===== src/rtl/sbc_pkg.sv =====
// shared widths, codes and types for the swept box collision pipeline
package sbc_pkg;

  // input field widths
  localparam int POS_W  = 24;
  localparam int SIZE_W = 23;
  localparam int VEL_W  = 24;

  // input beat layout
  localparam int IN_FIELDS_W = 2 * (4 * POS_W + 2 * SIZE_W);
  localparam int IN_W        = ((IN_FIELDS_W + 7) / 8) * 8;

  // internal widths
  localparam int REL_W  = VEL_W + 1;   // relative velocity
  localparam int END_W  = POS_W + 2;   // pos + size
  localparam int NUM_W  = END_W + 1;   // time numerator
  localparam int DEN_W  = REL_W;       // |relative velocity|
  localparam int PROD_W = NUM_W + DEN_W + 1;
  localparam int SW_W   = END_W + 1;   // swept box edges
  localparam int R_W    = DEN_W + 1;   // divider remainder

  // default time fraction bits
  localparam int TIME_BITS_DEF = 16;

  // contact normal codes
  localparam logic [1:0] NRM_ZERO = 2'b00;
  localparam logic [1:0] NRM_POS  = 2'b01;
  localparam logic [1:0] NRM_NEG  = 2'b11;

  // flags that ride along with the divider
  typedef struct packed {
    logic       hit;
    logic       zero_t;
    logic [1:0] nx;
    logic [1:0] ny;
  } sbc_side_t;

  // per-axis entry and exit time, kept as rationals over a common denominator
  typedef struct packed {
    logic                    inf;
    logic signed [NUM_W-1:0] en;
    logic signed [NUM_W-1:0] xn;
    logic [DEN_W-1:0]        den;
  } sbc_axis_t;

endpackage


===== src/rtl/sbc_div.sv =====
// pipelined restoring divider, one quotient bit per stage
module sbc_div #(
  parameter int TIME_BITS = sbc_pkg::TIME_BITS_DEF
) (
  input  logic                     clk,
  input  logic                     rst_n,
  input  logic                     en,
  input  logic                     in_vld,
  input  logic [sbc_pkg::R_W-1:0]  in_num,
  input  logic [sbc_pkg::DEN_W-1:0] in_den,
  input  sbc_pkg::sbc_side_t       in_side,
  output logic                     out_vld,
  output logic [TIME_BITS:0]       out_q,
  output sbc_pkg::sbc_side_t       out_side
);
  import sbc_pkg::*;

  localparam int NSTG = TIME_BITS + 1;

  logic [NSTG-1:0]  vld_r;
  logic [R_W-1:0]   rem_r  [NSTG];
  logic [DEN_W-1:0] den_r  [NSTG];
  logic [TIME_BITS:0] q_r  [NSTG];
  sbc_side_t        side_r [NSTG];

  // stage valid bits
  always_ff @(posedge clk) begin
    if (!rst_n) begin
      vld_r <= '0;
    end else if (en) begin
      vld_r <= {vld_r[NSTG-2:0], in_vld};
    end
  end

  genvar k;
  generate
    for (k = 0; k < NSTG; k++) begin : g_stg
      logic [R_W-1:0]     rem_in;
      logic [DEN_W-1:0]   den_in;
      logic [TIME_BITS:0] q_in;
      sbc_side_t          side_in;
      logic               ge;

      // first stage takes the dividend unshifted, later stages shift in a zero
      if (k == 0) begin : g_first
        assign rem_in  = in_num;
        assign den_in  = in_den;
        assign q_in    = '0;
        assign side_in = in_side;
      end else begin : g_next
        assign rem_in  = {rem_r[k-1][R_W-2:0], 1'b0};
        assign den_in  = den_r[k-1];
        assign q_in    = q_r[k-1];
        assign side_in = side_r[k-1];
      end

      assign ge = rem_in >= {1'b0, den_in};

      // trial subtract
      always_ff @(posedge clk) begin
        if (en) begin
          rem_r[k]  <= ge ? rem_in - {1'b0, den_in} : rem_in;
          den_r[k]  <= den_in;
          q_r[k]    <= {q_in[TIME_BITS-1:0], ge};
          side_r[k] <= side_in;
        end
      end
    end
  endgenerate

  assign out_vld  = vld_r[NSTG-1];
  assign out_q    = q_r[NSTG-1];
  assign out_side = side_r[NSTG-1];

endmodule

===== config.mk =====
export PLATFORM = sky130hd
export DESIGN_NAME = sbc_div
export DESIGN_NICKNAME = d
export VERILOG_FILES = /design/src/rtl/sbc_pkg.sv /design/src/rtl/sbc_div.sv
export SDC_FILE = /design/constraint.sdc
export NUM_CORES = 2
export LEC_CHECK = 0
export BUFFER_PORTS_ARGS = -buffer_cell sky130_fd_sc_hd__clkbuf_2
export CORE_MARGIN = 1
export CORE_UTILIZATION = 60
export DETAILED_ROUTE_END_ITERATION = 8
export PLACE_DENSITY_LB_ADDON = 0.2
export SLEW_MARGIN = 5
export SYNTH_ARGS = -nofsm -noshare
export SYNTH_HDL_FRONTEND = slang
export SYNTH_SLANG_ARGS = --single-unit

===== constraint.sdc =====
create_clock -name clk -period 4.2 [get_ports clk]
set_clock_uncertainty 0.2 [all_clocks]
set_input_delay 0.63 -clock clk [delete_from_list [all_inputs] [get_ports clk]]
set_output_delay 0.63 -clock clk [all_outputs]
set_load 0.01 [all_outputs]

==> flow_metrics.tcl <==
set metrics [dict create \
    outcome "finished, final reports clean" \
    ff2ff_setup_slack_ns 0.37 \
    syn_nets 5513 \
    crit_type "flop to flop" \
    final_nets 5735 \
    ant_nets 0 \
    viasPerCell 5.78 \
    cts_buffers 111 \
    slew_headroom 0.414 \
    ios 85 \
    critPathLaunchType "flop" \
    grt_pass1_vias 37300 \
    wire_per_inst_um 18.7 \
    num_rows 113 \
    grt_setup_unrepaired "no" \
    core_mm2 0.0952 \
    end_kind "flop" \
    final_util 0.677 \
    cts-root-buf "clkbuf_16" \
    hpwl_um 92500 \
    yosys_warnings 0 \
    netlist_top_cells_area "edfxtp_1 (55%), ha_1 (9.2%), inv_1 (3.5%), a21oi_1 (3.4%), o21ai_0 (3.1%)" \
    clkPwrFrac 0.211 \
    cts_setup_buffers 0 \
    critPathRequiredTime_ns 4.52 \
    cp.arrival_ns 4.15 \
    synthArstFlopShare 0 \
    start_util 0.606 \
    path_cells "inv_1 > fa_1 > nor2b_1 > o31ai_2 > a311oi_1 > o21bai_1 > a21oi_1 > o2111ai_1 > a21boi_1 > a31o_4 > buf_4 > nor2_1 > a211oi_1" \
    critical_path.max_fanout 22 \
    dr_total_vias 38100 \
    setup_viol 0 \
    clock_latency_ns 0.70 \
    hold_viol_final 0 \
    final.period_utilization 0.913 \
    grt_max_degree 83 \
    ys_ff_latch 1072 \
    pwr-share-comb 0.426 \
    die_area_mm2 0.0974 \
    drt_iter0_drc 2866 \
    synthToLayoutAreaGrowth_pct 11.5 \
    h-tree-depth 3 \
    drive_gt1_frac 0.0856 \
    placed_cells 6344 \
    critical_path.max_stage_delay_ns 0.47 \
    synth_cell_types 98 \
    p_leak_uw 0.0264 \
    period_minus_slack_ns 3.83 \
    crit_end "rem_r[0][332]" \
    wl_um 123000 \
    clock_sinks 1072 \
    power_uw 47600 \
    synth_top_area_share 0.549 \
    antenna_found_initial 0 \
    drc 0 \
    gp_congestion 0.938 \
    synth.avg_cell_area_um2 11.5 \
    p_seq_frac 0.364 \
    p_sw_uw 17400 \
    slew_viol_final 0 \
    tns_ns 0 \
    holdCritPathClass "input pin to flop" \
    cellInternalPower_uw 30200 \
    fmax_mhz 261 \
    clk_transition_reported_paths_ns 0.06 \
    synth_ff_type "edfxtp_1" \
    cpMaxStageDelayCell "fa_1" \
    cts_tree "yes" \
    die_w_um 312 \
    startpoint "rem_r[0][286]" \
    drv_cap 0 \
    tightest_slew_ns 0.868 \
    ir_worst_vdd_uv 420 \
    p_per_area_mw_per_mm2 739 \
    fin_cells 6593 \
    io_buffers 84 \
    synth_area_mm2 0.0577 \
    track_usage 0.254 \
    dr.pass1.iters 6 \
    synth_area_leader_cell "edfxtp_1" \
    reg2regPathDepth 13 \
    die_h_um 312 \
    antenna_cells 0 \
    whs_ns 0.0426 \
    reg2reg_from "rem_r[0][286]" \
    synthCells 5012 \
    r2r_end "rem_r[0][332]" \
    globalRouteOverflowTotal 0 \
    clk_path_buf_depth 3 \
    holdCritStartpoint "in_num[8]" \
    switching_share 0.365 \
    synth_edf_count 1055 \
    grt_pass1_wl_um 196000 \
    yosysSeqAreaShare 0.555 \
]
==> power by group through the flow <==
stage | registers, uW | logic [uW] | clock network [uW]
3_3_place_gp | 17500 | 19400 | 0
4_1_cts | 17300 | 20100 | 10200
3_5_place_dp | 17400 | 19900 | 0
6_report | 17300 | 20200 | 10000
2_1_floorplan | 16500 | 15500 | 0
5_1_grt | 17500 | 22600 | 10600
==> layout make-up <==
type / instances / area [um^2]
well taps: 1265 / 1580
multi-input cells: 3305 / 23300
inverters: 533 / 2000
clock inverters: 68 / 788
clock buffers: 139 / 2970
fillers: 7025 / 30800
repair buffers: 211 / 1740
flip-flops and latches: 1072 / 32000
==> how the worst min path moves through the flow <==
| stage | end | slack [ns] | cells past startpoint |
|---|---|---|---|
| 6_report | rem_r[0][8] | 0.04 | 3 |
| 5_1_grt | rem_r[0][17] | 0.03 | 3 |
| 4_1_cts | rem_r[0][8] | 0.0008 | 3 |
| 3_5_place_dp | q_r[0][104] | 0.20 | 0 |
| 3_3_place_gp | side_r[0][35] | 0.20 | 0 |
| 2_1_floorplan | q_r[0][103] | 0.20 | 0 |
==> cell usage after synthesis (9+ instances only) <==
| library cell | n |
|---|---|
| edfxtp_1 | 1055 |
| inv_1 | 531 |
| ha_1 | 424 |
| nand2_1 | 407 |
| a21oi_1 | 390 |
| o21ai_0 | 360 |
| nor2_1 | 270 |
| xnor2_1 | 172 |
| a21o_1 | 159 |
| xor2_1 | 150 |
| nor2b_1 | 79 |
| nand2b_1 | 66 |
| nand3_1 | 60 |
| mux2_2 | 57 |
| nor3_1 | 57 |
| nand4_1 | 52 |
| o21a_1 | 51 |
| clkbuf_1 | 50 |
| a211oi_1 | 42 |
| o21ai_1 | 40 |
| buf_2 | 37 |
| o21bai_1 | 37 |
| and3_1 | 29 |
| mux2_1 | 29 |
| a31oi_1 | 28 |
| o31ai_1 | 27 |
| mux2i_1 | 25 |
| and2_1 | 19 |
| dfxtp_1 | 17 |
| fa_1 | 16 |
| nor4_1 | 16 |
| o31a_1 | 16 |
| or3_1 | 14 |
| a221oi_1 | 13 |
| a21boi_0 | 11 |
| o211ai_1 | 11 |
| a211o_1 | 10 |
| a41oi_1 | 10 |
| a31o_2 | 9 |
| or2_2 | 9 |
==> registers in the layout (all words and copies together), names as in the netlist <==
| signal | flops |
|---|---|
| den_r | 400 |
| rem_r | 400 |
| q_r | 153 |
| side_r | 102 |
| vld_r | 17 |
==> cell families after synthesis <==
logic type      Yosys count  synth area share
compound gates         1320             0.143
xor+xnor                322            0.0489
fa+ha+maj               440            0.0975
buf+inv                 635            0.0434
flops                  1072             0.555
mux                     119            0.0232
simple gates           1104            0.0888
==> through the flow <==
| stage | worst slack [ns] | area, um^2 |
|---|---|---|
| final | 0.367 | 64400 |
| after global routing | 0.0972 | 64400 |
| after CTS | 0.243 | 64400 |
| after detailed placement | 0.272 | 60200 |
| after global placement | 0.325 | 60200 |
| after floorplan | 0.565 | 57700 |
==> critical path: cells and delay by family, from the launching register on <==
family | cells | cell delay [ns]
AOI/OAI and AO/OA | 8 | 2.06
adders and majority gates | 1 | 0.47
DFF | 1 | 0.38
buffers and inverters | 2 | 0.29
and+or+nand+nor | 2 | 0.28
==> cells in the final DEF, fill, tap and decap left out, drive strengths merged, types with 17 or more instances in the layout <==
cell	count
a31oi	29
and3	29
nand3	60
xor2	150
nand4	52
buf	86
nand2	407
edfxtp	1055
nor2b	79
nand2b	66
mux2i	25
mux2	94
clkbuf	222
dlygate4sd3	42
a211oi	44
dfxtp	17
xnor2	172
o21ai	404
o21a	51
nor3	58
o21bai	37
nor2	270
a21o	159
clkinv	39
a21oi	393
o31ai	29
inv	541
and2	20
a21boi	19
ha	424
==> what timing repair did <==
item / CTS / global route
hold buffers: 42 / 0
setup endpoints to repair: 0 / 9
gates resized for setup: 0 / 1
hold endpoints to repair: 42 / 0
==> routing by layer <==
| metal | global-route usage | vias to the layer above | part of all wire |
|---|---|---|---|
| met5 | 0 | - | 0 |
| met4 | 0.101 | 0 | 0.037 |
| met3 | 0.0373 | 233 | 0.058 |
| met2 | 0.425 | 1008 | 0.48 |
| li1 | - | 18700 | - |
| met1 | 0.332 | 18100 | 0.43 |
(Power assumes the default switching activity.)
